`config.mk`:
```
export PLATFORM = sky130hd
export DESIGN_NAME = led_event_pattern_engine_top_flat
export DESIGN_NICKNAME = d
export VERILOG_FILES = /design/src/rtl/core/lepe_pkg.sv /design/src/rtl/core/lepe_if.sv /design/src/rtl/core/led_event_pattern_engine_top.sv /design/src/rtl/core/lepe_modulo.sv /design/src/rtl/core/lepe_datapath.sv /design/src/rtl/core/lepe_ctrl.sv /design/src/flat_wrapper.sv
export SDC_FILE = /design/constraint.sdc
export NUM_CORES = 2
export LEC_CHECK = 0
export BUFFER_PORTS_ARGS = -buffer_cell sky130_fd_sc_hd__buf_2
export CAP_MARGIN = 10
export CORE_MARGIN = 1.5
export CORE_UTILIZATION = 35
export CTS_CLUSTER_DIAMETER = 80
export CTS_CLUSTER_SIZE = 8
export DETAILED_ROUTE_END_ITERATION = 8
export PLACE_DENSITY = 0.47
export SETUP_SLACK_MARGIN = 0.4
export SYNTH_ARGS = -nofsm -noshare
export SYNTH_HDL_FRONTEND = slang
export SYNTH_SLANG_ARGS = --single-unit
```
`constraint.sdc`:
```
create_clock -name clk -period 8.86 [get_ports clk]
set_input_delay 0.443 -clock clk [delete_from_list [all_inputs] [get_ports clk]]
set_output_delay 0.443 -clock clk [all_outputs]
set_load 0.1 [all_outputs]
```
`src/rtl/core/lepe_pkg.sv`:
```
// lepe_pkg: shared types, codes and constants of the led event pattern engine
// no dependencies; imported by the interfaces and every module of the block
`timescale 1ns / 1ps

package lepe_pkg;

  // fixed field widths
  localparam int TICK_W  = 32;
  localparam int WORD_W  = 32;
  localparam int BYTE_W  = 8;
  localparam int KIND_W  = 3;
  localparam int OP_W    = 2;
  localparam int HELD_W  = 5;

  // remainder unit: bits retired per cycle and iteration counts
  localparam int MOD_STEP   = 4;
  localparam int ITER_W     = 4;
  localparam logic [ITER_W-1:0] TICK_ITERS = ITER_W'(TICK_W / MOD_STEP);
  localparam logic [ITER_W-1:0] CNT_ITERS  = ITER_W'(BYTE_W / MOD_STEP);

  // item opcodes
  localparam logic [OP_W-1:0] OP_TICK   = 2'd0;
  localparam logic [OP_W-1:0] OP_APPEND = 2'd1;
  localparam logic [OP_W-1:0] OP_CLEAR  = 2'd2;
  localparam logic [OP_W-1:0] OP_SETUP  = 2'd3;

  // event kinds
  localparam logic [KIND_W-1:0] KIND_OFF       = 3'd0;
  localparam logic [KIND_W-1:0] KIND_ON        = 3'd1;
  localparam logic [KIND_W-1:0] KIND_BLINK     = 3'd2;
  localparam logic [KIND_W-1:0] KIND_SLICE_ON  = 3'd3;
  localparam logic [KIND_W-1:0] KIND_SLICE_OFF = 3'd4;

  typedef struct packed {
    logic [OP_W-1:0]   opcode;
    logic [KIND_W-1:0] event_kind;
    logic [WORD_W-1:0] light_mask;
    logic [BYTE_W-1:0] color;
    logic [BYTE_W-1:0] slice_index;
    logic [BYTE_W-1:0] slice_total;
    logic [BYTE_W-1:0] tick_divider;
    logic [BYTE_W-1:0] start_count;
  } item_t;

  typedef struct packed {
    logic [WORD_W-1:0] light_word;
    logic              status;
    logic [HELD_W-1:0] events_held;
  } result_t;

  // stored event parameters (43 bits)
  typedef struct packed {
    logic [KIND_W-1:0] kind;
    logic [BYTE_W-1:0] color;
    logic [BYTE_W-1:0] slice;
    logic [BYTE_W-1:0] total;
    logic [BYTE_W-1:0] divider;
    logic [BYTE_W-1:0] count;
  } event_t;

  // controller to datapath
  typedef struct packed {
    logic latch_item;
    logic append;
    logic clear;
    logic setup;
    logic tick_start;
    logic tick_finish;
    logic rd_en;
    logic mod_start;
    logic mod_cnt;
    logic latch_due;
    logic apply;
    logic load_out;
  } cmd_t;

  // datapath to controller
  typedef struct packed {
    logic [OP_W-1:0] opcode;
    logic            more;
    logic            timed;
    logic            is_slice;
    logic            mod_done;
    logic            rem_zero;
  } sts_t;

endpackage

```
`src/rtl/core/lepe_if.sv`:
```
// lepe_if: valid/ready channel interfaces for items, results and configuration
// depends on lepe_pkg for field widths
`timescale 1ns / 1ps

interface lepe_item_if import lepe_pkg::*; ();
  logic              valid;
  logic              ready;
  logic [OP_W-1:0]   opcode;
  logic [KIND_W-1:0] event_kind;
  logic [WORD_W-1:0] light_mask;
  logic [BYTE_W-1:0] color;
  logic [BYTE_W-1:0] slice_index;
  logic [BYTE_W-1:0] slice_total;
  logic [BYTE_W-1:0] tick_divider;
  logic [BYTE_W-1:0] start_count;

  modport source (output valid, opcode, event_kind, light_mask, color, slice_index,
                  slice_total, tick_divider, start_count, input ready);
  modport sink (input valid, opcode, event_kind, light_mask, color, slice_index,
                slice_total, tick_divider, start_count, output ready);
endinterface

interface lepe_result_if import lepe_pkg::*; ();
  logic              valid;
  logic              ready;
  logic [WORD_W-1:0] light_word;
  logic              status;
  logic [HELD_W-1:0] events_held;

  modport source (output valid, light_word, status, events_held, input ready);
  modport sink (input valid, light_word, status, events_held, output ready);
endinterface

interface lepe_cfg_if import lepe_pkg::*; ();
  logic              valid;
  logic              ready;
  logic [WORD_W-1:0] data;

  modport source (output valid, data, input ready);
  modport sink (input valid, data, output ready);
endinterface

```
`src/rtl/core/led_event_pattern_engine_top.sv`:
```
// led event pattern engine: one result beat per item. register, clear and setup
// items pass from accept through decode and done to the result. a tick walks
// each stored event through read, eval and apply; blink and slice kinds also
// use the 4-bit-per-cycle remainder unit, one-shot and unknown kinds do not.
// one item at a time; the next item is accepted while a result waits.
// reset (rst, synchronous): light word 0, tick count 1, empty table, config 0.
`timescale 1ns / 1ps

module led_event_pattern_engine_top import lepe_pkg::*; #(
  parameter int EVENT_DEPTH = 16
) (
  input  logic        clk,
  input  logic        rst,
  lepe_cfg_if.sink    cfg,
  lepe_item_if.sink   item,
  lepe_result_if.source result
);

  item_t   item_data;
  result_t res;
  cmd_t    cmd;
  sts_t    sts;
  logic    item_ready;
  logic    out_valid;

  // configuration is always taken
  assign cfg.ready = 1'b1;

  // item beat into struct form
  assign item_data = '{opcode: item.opcode, event_kind: item.event_kind,
                       light_mask: item.light_mask, color: item.color,
                       slice_index: item.slice_index, slice_total: item.slice_total,
                       tick_divider: item.tick_divider, start_count: item.start_count};
  assign item.ready = item_ready;

  // result beat
  assign result.valid       = out_valid;
  assign result.light_word  = res.light_word;
  assign result.status      = res.status;
  assign result.events_held = res.events_held;

  lepe_ctrl u_ctrl (
    .clk        (clk),
    .rst        (rst),
    .item_valid (item.valid),
    .item_ready (item_ready),
    .out_valid  (out_valid),
    .res_ready  (result.ready),
    .sts        (sts),
    .cmd        (cmd)
  );

  lepe_datapath #(
    .EVENT_DEPTH (EVENT_DEPTH)
  ) u_datapath (
    .clk       (clk),
    .rst       (rst),
    .cfg_valid (cfg.valid),
    .cfg_data  (cfg.data),
    .item      (item_data),
    .cmd       (cmd),
    .sts       (sts),
    .res       (res)
  );

endmodule

```
`src/rtl/core/lepe_modulo.sv`:
```
// lepe_modulo: iterative remainder of a 32-bit value by an 8-bit divisor
// restoring division, MOD_STEP quotient bits per cycle; depends on lepe_pkg
`timescale 1ns / 1ps

module lepe_modulo import lepe_pkg::*; (
  input  logic              clk,
  input  logic              rst,
  input  logic              start,
  input  logic [TICK_W-1:0] dividend,
  input  logic [BYTE_W-1:0] divisor,
  input  logic [ITER_W-1:0] iters,
  output logic              busy,
  output logic [BYTE_W-1:0] rem
);

  logic [TICK_W-1:0] dv;
  logic [BYTE_W-1:0] div;
  logic [ITER_W-1:0] left;
  logic [BYTE_W-1:0] rem_next;

  // MOD_STEP restoring steps on the running remainder
  always_comb begin
    logic [BYTE_W:0] r9;
    r9 = '0;
    rem_next = rem;
    for (int k = 0; k < MOD_STEP; k++) begin
      r9 = {rem_next, dv[TICK_W-1-k]};
      if (r9 >= {1'b0, div}) begin
        r9 = r9 - {1'b0, div};
      end
      rem_next = r9[BYTE_W-1:0];
    end
  end

  // control
  always_ff @(posedge clk) begin
    if (rst) begin
      busy <= 1'b0;
      left <= '0;
    end else if (start) begin
      busy <= 1'b1;
      left <= iters;
    end else if (busy) begin
      left <= left - ITER_W'(1);
      if (left == ITER_W'(1)) begin
        busy <= 1'b0;
      end
    end
  end

  // operands and remainder
  always_ff @(posedge clk) begin
    if (start) begin
      dv  <= dividend;
      div <= divisor;
      rem <= '0;
    end else if (busy) begin
      dv  <= dv << MOD_STEP;
      rem <= rem_next;
    end
  end

  // remainder stays below the divisor while working
  a_rem_range: assert property (@(posedge clk) disable iff (rst)
    busy |-> rem < div) else $error("remainder out of range");

endmodule

```
`src/rtl/core/lepe_datapath.sv`:
```
// lepe_datapath: light word, tick count, event table memory and event evaluation
// depends on lepe_pkg and lepe_modulo; driven by lepe_ctrl commands
`timescale 1ns / 1ps

module lepe_datapath import lepe_pkg::*; #(
  parameter int EVENT_DEPTH = 16
) (
  input  logic              clk,
  input  logic              rst,
  input  logic              cfg_valid,
  input  logic [WORD_W-1:0] cfg_data,
  input  item_t             item,
  input  cmd_t              cmd,
  output sts_t              sts,
  output result_t           res
);

  localparam int IDX_W = (EVENT_DEPTH > 1) ? $clog2(EVENT_DEPTH) : 1;
  localparam int CNT_W = $clog2(EVENT_DEPTH + 1);

  logic [WORD_W-1:0] initial_lights;
  logic [WORD_W-1:0] light;
  logic [TICK_W-1:0] tick_count;
  logic [CNT_W-1:0]  total;
  logic [CNT_W-1:0]  i;
  logic [CNT_W-1:0]  w;
  logic              status;
  logic              due;
  item_t             item_q;

  logic [WORD_W-1:0] mask_mem [EVENT_DEPTH];
  event_t            ev_mem [EVENT_DEPTH];
  logic [WORD_W-1:0] mask_q;
  event_t            ev_q;
  logic [WORD_W-1:0] lowbit;

  logic              full;
  logic              mem_we;
  logic [IDX_W-1:0]  wa;
  logic [WORD_W-1:0] mask_wd;
  event_t            ev_wd;

  logic [BYTE_W-1:0] div_eff;
  logic [BYTE_W-1:0] tot_eff;
  logic [TICK_W-1:0] mod_dividend;
  logic [BYTE_W-1:0] mod_divisor;
  logic [ITER_W-1:0] mod_iters;
  logic              mod_busy;
  logic [BYTE_W-1:0] mod_rem;

  logic [BYTE_W-1:0]        color_sel;
  logic                     do_write;
  logic                     keep;
  logic                     hit;
  event_t                   ev_upd;
  logic [WORD_W-1:0]        placed;
  logic [WORD_W-1:0]        light_new;

  assign full = (total == CNT_W'(EVENT_DEPTH));

  // configuration register
  always_ff @(posedge clk) begin
    if (rst) begin
      initial_lights <= '0;
    end else if (cfg_valid) begin
      initial_lights <= cfg_data;
    end
  end

  // item capture
  always_ff @(posedge clk) begin
    if (cmd.latch_item) begin
      item_q <= item;
    end
  end

  // remainder unit operands, zero divisor or total counts as one
  assign div_eff = (ev_q.divider == '0) ? BYTE_W'(1) : ev_q.divider;
  assign tot_eff = (ev_q.total == '0) ? BYTE_W'(1) : ev_q.total;
  assign mod_dividend = cmd.mod_cnt ? {ev_q.count, {(TICK_W-BYTE_W){1'b0}}} : tick_count;
  assign mod_divisor  = cmd.mod_cnt ? tot_eff : div_eff;
  assign mod_iters    = cmd.mod_cnt ? CNT_ITERS : TICK_ITERS;

  lepe_modulo u_modulo (
    .clk      (clk),
    .rst      (rst),
    .start    (cmd.mod_start),
    .dividend (mod_dividend),
    .divisor  (mod_divisor),
    .iters    (mod_iters),
    .busy     (mod_busy),
    .rem      (mod_rem)
  );

  always_ff @(posedge clk) begin
    if (cmd.latch_due) begin
      due <= (mod_rem == '0);
    end
  end

  // lowest set bit of the event mask
  always_ff @(posedge clk) begin
    lowbit <= mask_q & (~mask_q + WORD_W'(1));
  end

  // event evaluation
  always_comb begin
    color_sel = '0;
    do_write  = 1'b0;
    keep      = 1'b0;
    hit       = (mod_rem == ev_q.slice);
    ev_upd    = ev_q;
    unique case (ev_q.kind)
      KIND_OFF: begin
        do_write = 1'b1;
      end
      KIND_ON: begin
        do_write  = 1'b1;
        color_sel = ev_q.color;
      end
      KIND_BLINK: begin
        keep      = 1'b1;
        do_write  = due;
        color_sel = ((light & mask_q) != '0) ? '0 : ev_q.color;
      end
      KIND_SLICE_ON, KIND_SLICE_OFF: begin
        keep     = 1'b1;
        do_write = due;
        if ((ev_q.kind == KIND_SLICE_ON) ? hit : !hit) begin
          color_sel = ev_q.color;
        end
        if (due) begin
          ev_upd.count = ev_q.count + BYTE_W'(1);
        end
      end
      default: begin
        keep = 1'b0;
      end
    endcase
  end

  // color placed at the mask's lowest set bit
  assign placed    = WORD_W'(color_sel) * lowbit;
  assign light_new = (light & ~mask_q) | (placed & mask_q);

  // light word and tick count
  always_ff @(posedge clk) begin
    if (rst) begin
      light      <= '0;
      tick_count <= TICK_W'(1);
    end else if (cmd.setup) begin
      light      <= initial_lights;
      tick_count <= TICK_W'(1);
    end else begin
      if (cmd.tick_start) begin
        tick_count <= tick_count + TICK_W'(1);
      end
      if (cmd.apply && do_write) begin
        light <= light_new;
      end
    end
  end

  // table fill and walk counters
  always_ff @(posedge clk) begin
    if (rst) begin
      total <= '0;
      i     <= '0;
      w     <= '0;
    end else begin
      if (cmd.append && !full) begin
        total <= total + CNT_W'(1);
      end
      if (cmd.clear) begin
        total <= '0;
      end
      if (cmd.tick_start) begin
        i <= '0;
        w <= '0;
      end
      if (cmd.apply) begin
        i <= i + CNT_W'(1);
        if (keep) begin
          w <= w + CNT_W'(1);
        end
      end
      if (cmd.tick_finish) begin
        total <= w;
      end
    end
  end

  // drop status
  always_ff @(posedge clk) begin
    if (rst) begin
      status <= 1'b0;
    end else if (cmd.latch_item) begin
      status <= 1'b0;
    end else if (cmd.append && full) begin
      status <= 1'b1;
    end
  end

  // event table write port: append or compacting write-back
  assign mem_we  = (cmd.append && !full) || (cmd.apply && keep);
  assign wa      = cmd.apply ? w[IDX_W-1:0] : total[IDX_W-1:0];
  assign mask_wd = cmd.apply ? mask_q : item_q.light_mask;
  assign ev_wd   = cmd.apply ? ev_upd : event_t'{kind: item_q.event_kind,
                                                 color: item_q.color,
                                                 slice: item_q.slice_index,
                                                 total: item_q.slice_total,
                                                 divider: item_q.tick_divider,
                                                 count: item_q.start_count};

  always_ff @(posedge clk) begin
    if (mem_we) begin
      mask_mem[wa] <= mask_wd;
      ev_mem[wa]   <= ev_wd;
    end
    if (cmd.rd_en) begin
      mask_q <= mask_mem[i[IDX_W-1:0]];
      ev_q   <= ev_mem[i[IDX_W-1:0]];
    end
  end

  // result register
  always_ff @(posedge clk) begin
    if (cmd.load_out) begin
      res.light_word  <= light;
      res.status      <= status;
      res.events_held <= HELD_W'(total);
    end
  end

  // status to the controller
  assign sts.opcode   = item_q.opcode;
  assign sts.more     = (i < total);
  assign sts.timed    = (ev_q.kind == KIND_BLINK) || (ev_q.kind == KIND_SLICE_ON) ||
                        (ev_q.kind == KIND_SLICE_OFF);
  assign sts.is_slice = (ev_q.kind == KIND_SLICE_ON) || (ev_q.kind == KIND_SLICE_OFF);
  assign sts.mod_done = !mod_busy;
  assign sts.rem_zero = (mod_rem == '0);

  // write-back never overtakes the read pointer
  a_compact_order: assert property (@(posedge clk) disable iff (rst)
    w <= i) else $error("write-back pointer ahead of read pointer");

  // table never holds more than its depth
  a_total_bound: assert property (@(posedge clk) disable iff (rst)
    total <= CNT_W'(EVENT_DEPTH)) else $error("event count beyond table depth");

endmodule

```
`src/rtl/core/lepe_ctrl.sv`:
```
// lepe_ctrl: controller state machine sequencing item decode and the tick walk
// depends on lepe_pkg; commands lepe_datapath and owns the result valid flag
`timescale 1ns / 1ps

module lepe_ctrl import lepe_pkg::*; (
  input  logic clk,
  input  logic rst,
  input  logic item_valid,
  output logic item_ready,
  output logic out_valid,
  input  logic res_ready,
  input  sts_t sts,
  output cmd_t cmd
);

  localparam logic [2:0] S_IDLE   = 3'd0;
  localparam logic [2:0] S_DECODE = 3'd1;
  localparam logic [2:0] S_READ   = 3'd2;
  localparam logic [2:0] S_EVAL   = 3'd3;
  localparam logic [2:0] S_MODT   = 3'd4;
  localparam logic [2:0] S_MODC   = 3'd5;
  localparam logic [2:0] S_APPLY  = 3'd6;
  localparam logic [2:0] S_DONE   = 3'd7;

  logic [2:0] state;
  logic [2:0] state_next;

  assign item_ready = (state == S_IDLE);

  // next state and commands
  always_comb begin
    state_next = state;
    cmd        = '0;
    unique case (state)
      S_IDLE: begin
        if (item_valid) begin
          cmd.latch_item = 1'b1;
          state_next     = S_DECODE;
        end
      end
      S_DECODE: begin
        unique case (sts.opcode)
          OP_TICK: begin
            cmd.tick_start = 1'b1;
            state_next     = S_READ;
          end
          OP_APPEND: begin
            cmd.append = 1'b1;
            state_next = S_DONE;
          end
          OP_CLEAR: begin
            cmd.clear  = 1'b1;
            state_next = S_DONE;
          end
          OP_SETUP: begin
            cmd.setup  = 1'b1;
            state_next = S_DONE;
          end
        endcase
      end
      S_READ: begin
        if (sts.more) begin
          cmd.rd_en  = 1'b1;
          state_next = S_EVAL;
        end else begin
          cmd.tick_finish = 1'b1;
          state_next      = S_DONE;
        end
      end
      S_EVAL: begin
        if (sts.timed) begin
          cmd.mod_start = 1'b1;
          state_next    = S_MODT;
        end else begin
          state_next = S_APPLY;
        end
      end
      S_MODT: begin
        if (sts.mod_done) begin
          cmd.latch_due = 1'b1;
          if (sts.is_slice && sts.rem_zero) begin
            cmd.mod_start = 1'b1;
            cmd.mod_cnt   = 1'b1;
            state_next    = S_MODC;
          end else begin
            state_next = S_APPLY;
          end
        end
      end
      S_MODC: begin
        if (sts.mod_done) begin
          state_next = S_APPLY;
        end
      end
      S_APPLY: begin
        cmd.apply  = 1'b1;
        state_next = S_READ;
      end
      S_DONE: begin
        if (!out_valid || res_ready) begin
          cmd.load_out = 1'b1;
          state_next   = S_IDLE;
        end
      end
      default: begin
        state_next = S_IDLE;
      end
    endcase
  end

  // state register
  always_ff @(posedge clk) begin
    if (rst) begin
      state <= S_IDLE;
    end else begin
      state <= state_next;
    end
  end

  // result valid flag
  always_ff @(posedge clk) begin
    if (rst) begin
      out_valid <= 1'b0;
    end else if (cmd.load_out) begin
      out_valid <= 1'b1;
    end else if (res_ready) begin
      out_valid <= 1'b0;
    end
  end

  // a started remainder reports busy on the next cycle
  a_mod_started: assert property (@(posedge clk) disable iff (rst)
    cmd.mod_start |=> !sts.mod_done) else $error("remainder unit did not start");

  // a new result appears only out of the finishing state
  a_out_source: assert property (@(posedge clk) disable iff (rst)
    $rose(out_valid) |-> $past(state) == S_DONE) else $error("result loaded out of order");

endmodule
```
`src/flat_wrapper.sv`:
```
// flat-port wrapper written by rule: the top's interface ports become plain ports
module led_event_pattern_engine_top_flat import lepe_pkg::*;
#(
  parameter int EVENT_DEPTH = 16
)
  (clk, rst, cfg_valid, cfg_data, cfg_ready, item_valid, item_opcode, item_event_kind, item_light_mask, item_color, item_slice_index, item_slice_total, item_tick_divider, item_start_count, item_ready, result_valid, result_light_word, result_status, result_events_held, result_ready);
  lepe_cfg_if cfg_i ();
  lepe_item_if item_i ();
  lepe_result_if result_i ();
  input  logic clk;
  input  logic rst;
  input wire logic [$bits(cfg_i.valid)-1:0] cfg_valid;
  input wire logic [$bits(cfg_i.data)-1:0] cfg_data;
  output wire logic [$bits(cfg_i.ready)-1:0] cfg_ready;
  input wire logic [$bits(item_i.valid)-1:0] item_valid;
  input wire logic [$bits(item_i.opcode)-1:0] item_opcode;
  input wire logic [$bits(item_i.event_kind)-1:0] item_event_kind;
  input wire logic [$bits(item_i.light_mask)-1:0] item_light_mask;
  input wire logic [$bits(item_i.color)-1:0] item_color;
  input wire logic [$bits(item_i.slice_index)-1:0] item_slice_index;
  input wire logic [$bits(item_i.slice_total)-1:0] item_slice_total;
  input wire logic [$bits(item_i.tick_divider)-1:0] item_tick_divider;
  input wire logic [$bits(item_i.start_count)-1:0] item_start_count;
  output wire logic [$bits(item_i.ready)-1:0] item_ready;
  output wire logic [$bits(result_i.valid)-1:0] result_valid;
  output wire logic [$bits(result_i.light_word)-1:0] result_light_word;
  output wire logic [$bits(result_i.status)-1:0] result_status;
  output wire logic [$bits(result_i.events_held)-1:0] result_events_held;
  input wire logic [$bits(result_i.ready)-1:0] result_ready;
  assign cfg_i.valid = cfg_valid;
  assign cfg_i.data = cfg_data;
  assign cfg_ready = cfg_i.ready;
  assign item_i.valid = item_valid;
  assign item_i.opcode = item_opcode;
  assign item_i.event_kind = item_event_kind;
  assign item_i.light_mask = item_light_mask;
  assign item_i.color = item_color;
  assign item_i.slice_index = item_slice_index;
  assign item_i.slice_total = item_slice_total;
  assign item_i.tick_divider = item_tick_divider;
  assign item_i.start_count = item_start_count;
  assign item_ready = item_i.ready;
  assign result_valid = result_i.valid;
  assign result_light_word = result_i.light_word;
  assign result_status = result_i.status;
  assign result_events_held = result_i.events_held;
  assign result_i.ready = result_ready;
  led_event_pattern_engine_top #(.EVENT_DEPTH(EVENT_DEPTH)) u_core (.clk(clk), .rst(rst), .cfg(cfg_i), .item(item_i), .result(result_i));
endmodule
```
==> metrics <==
cell taking the most area after synthesis edfxtp_1; f_max 0.124 GHz; Hold Path End u_core.u_datapath.sts[5]; largest net degree at the start of global routing 108; CTS max path bufs 3; critical-path maximum fanout 8; Synth Area in Simple Gates 6.49%; Hold Crit Class primary input to flip-flop; status finished, final reports clean; fin util 41.4%; endpoints failing setup 0; mux contribution to synthesized area 13.3%; Buffers on Ports 153; WHS 87.7 ps; Net Sw Frac 29.7%; syn avg cell area 16.9 um^2; GP Congestion 0.823; Reg-to-Reg Start u_core.u_datapath.u_modulo.rem[1]; clock period minus final worst setup slack 8090 ps; hold depth 3; GRT overflow 0; Final Net Count 4,839; via/cell ratio 5.22; Top FF cell, synth edfxtp_1; worst slack, placed 367 ps; Buf+Inv Stages, Crit Path 3; initial antenna violation count 9; dpl hpwl 113,000 um; count leader, synth edfxtp_1; final std cells w/o fill 7,196; GRT Total Usage 19.6%; Leak Pwr 27.1 nW; unrepaired setup endpoints after global routing false; Synth cell types 81; worst reg2reg path depth 32; Ys Warns 0; PwrDens 281 nW/um^2; layout overhead on the synthesized area 17.6%; Pint 16.0 mW; Die Ht 446 um; setup TNS 0 ps; core area 195,000 um^2; CTS tree done; max incr delay on CP 480 ps; Vias 37,600; Net Switching 6.73 mW; Hold Fails Final Rpt 0; async set-reset flop share out of synthesis 0%; Placed Area 73,200 um^2; Synth Area in XOR/XNOR 1.25%; Hold Crit Start item_valid; DRC errors left 0; CTS Buf Count 221; Synth Instances 4,051; #FFs+latches synth 1,592; startpoint types flip-flop; Post-synth EDFFs 1,431; Initial DRC Count 3,368; Critical Path RT 9640 ps; Clk pwr share 34.2%; Die Wd 446 um; FF-to-FF End u_core.u_datapath.u_modulo.rem[0]; drt wl/cell 27.0 um; fin area 80,700 um^2; Clock Latency Late Sink 860 ps; reg2reg setup slack 770 ps; crit share post-route 91.3%; clk sinks 1,592; Post-Synth Adder-Cell Area 6.20%; CTS H-tree lvls 4; fraction of layout instances using a drive strength above 1 21.6%; antenna viol nets, final 0; Synth top area share 62.7%; Final Max Slew Viols 0; Power, Total 22.7 mW; placed cell count 6,765; Final Skew 64.3 ps; syn nets 4,409; Max-Cap Viols 0; delay-heaviest family, CP compound AO/OA/AOI/OAI gates; vias in the first global route 38,900; synthesized cell area 68,600 um^2; sequential power share 41.7%; Synth top cells by count 1,431 x edfxtp_1, 445 x nand2_1, 375 x mux4_2; measured slew at the worst slew-check pin 1240 ps; Worst Setup Slack, final 774 ps; number of core rows 162; sequential area share after synthesis 67.4%; Critical Path AT 8860 ps; clock root buffer clkbuf_16; Slew HR 17.1%; Max rail drop VDD 272 uV; Worst Setup End Kind flip-flop; io pins 155; die area 199,000 um^2; Routed WL 194,000 um; Starting Density 35.2%; global-route wire length before repair 280,000 um; clk slew on worst S/H paths 50 ps; complex-gate fraction of the synthesized area 3.24%; Logic pwr share 24.1%; critical-path cell with the highest stage delay dfxtp_1; synth top area cells edfxtp_1 63%, mux4_2 12%, dfxtp_1 4.7%; critical path class flip-flop to flip-flop; largest family of logic cells by synthesized area multiplexers; drt pass-1 iters 5
[cells by family after synthesis]
logic type      after synthesis
fa+ha+maj                   244
xor+xnor                     98
mux                         442
other cells                   1
flops                      1592
buf+inv                     389
compound gates              331
simple gates                954
[per-layer routing]
metal | vias up | track usage (%) | share of wire (%) | routed length, um
met3 | 296 | 3.42 | 5.5 | 10600
li1 | 16400 | - | - | -
met1 | 19800 | 27.6 | 45 | 87400
met5 | - | 0 | 0 | 0
met4 | 0 | 5.82 | 2.7 | 5200
met2 | 1016 | 30.9 | 47 | 90800
[sequential cells by signal, indices dropped and copies added, names as in the netlist, 2 cells and up, named ones only]
signal / cells
u_core.u_datapath.mask_q: 32
u_core.u_datapath.res: 38
u_core.u_datapath.lowbit: 32
u_core.u_datapath.sts: 2
u_core.u_datapath.u_modulo.div: 8
u_core.u_datapath.tick_count: 32
u_core.u_datapath.total: 5
u_core.u_datapath.item_q: 75
u_core.u_datapath.w: 5
u_core.u_ctrl.state: 3
u_core.u_datapath.u_modulo.rem: 8
u_core.u_datapath.i: 5
u_core.u_datapath.u_modulo.left: 4
u_core.u_datapath.u_modulo.dv: 32
u_core.u_datapath.mask_mem: 512
u_core.u_datapath.ev_mem: 688
u_core.u_datapath.initial_lights: 32
u_core.u_datapath.ev_q: 43
[timing repair]
action / 4_1_cts / 5_1_grt
endpoints found under the hold margin: 120 / 0
setup endpoints to repair: 2 / 8
resized for setup: 2 / 10
setup buffers: 0 / 1
pin swaps: 0 / 1
hold buffers: 114 / 0
[cells in the final DEF, fill, tap and decap left out, types with 8 or more instances in the layout]
master and count:
mux2i_1 44, nor2b_1 11, mux2_2 23, clkbuf_1 67, nand3_1 39, o21bai_1 8, clkbuf_16 223, and2_1 14
nand2b_1 12, xnor2_1 48, nor2_4 18, nor3b_1 15, fa_1 160, nand4_1 21, mux4_2 375, or3_1 11
a22o_1 22, nor4_1 10, edfxtp_1 1431, buf_12 9, a22oi_1 20, nor3_1 27, dlygate4sd3_1 114, buf_2 152
inv_1 196, xor2_1 50, dfxtp_1 157, nand2_1 443, nor2_1 159, o21ai_0 61, ha_1 84, a311oi_1 26
buf_4 124, a21oi_1 87, and3_1 125, a21o_1 33
[power by group through the flow]
stage	Clock, mW	Sequential [mW]	Combinational [mW]
final	7.76	9.46	5.47
after floorplan	0	9.54	3.70
after global placement	0	9.61	5.31
after CTS	7.97	9.47	5.44
after global routing	8.24	9.49	6.04
after detailed placement	0	9.61	5.32
[worst reg2reg max path, delay by kind of cell (launching register included)]
kind | cells | cell delay [ps]
fa+ha+maj | 4 | 1360
mux | 3 | 1070
buf+inv | 3 | 550
compound gates | 19 | 3900
flops | 1 | 480
simple gates | 3 | 630
[cell type report]
| type | instances | area [um^2] |
|---|---|---|
| fillers | 17500 | 114000 |
| flip-flops and latches | 1592 | 46200 |
| multi-input cells | 2070 | 21100 |
| clock buffers | 291 | 5850 |
| well taps | 2624 | 3280 |
| repair buffers | 399 | 3010 |
| inverters | 197 | 739 |
| clock inverters | 21 | 415 |
| diodes | 2 | 5.00 |
[worst max path at each step]
stage	start	end	slack (ps)	cells past startpoint
2_1_floorplan	u_core.u_datapath.u_modulo.div[1]	u_core.u_datapath.u_modulo.rem[0]	460	32
3_3_place_gp	u_core.u_datapath.u_modulo.rem[1]	u_core.u_datapath.u_modulo.rem[0]	400	34
3_5_place_dp	u_core.u_datapath.u_modulo.rem[1]	u_core.u_datapath.u_modulo.rem[0]	370	34
4_1_cts	u_core.u_datapath.u_modulo.rem[1]	u_core.u_datapath.u_modulo.rem[0]	460	34
5_1_grt	u_core.u_datapath.u_modulo.div[2]	u_core.u_datapath.u_modulo.rem[0]	380	35
6_report	u_core.u_datapath.u_modulo.rem[1]	u_core.u_datapath.u_modulo.rem[0]	770	32
Power figures use the tool's default switching activity.
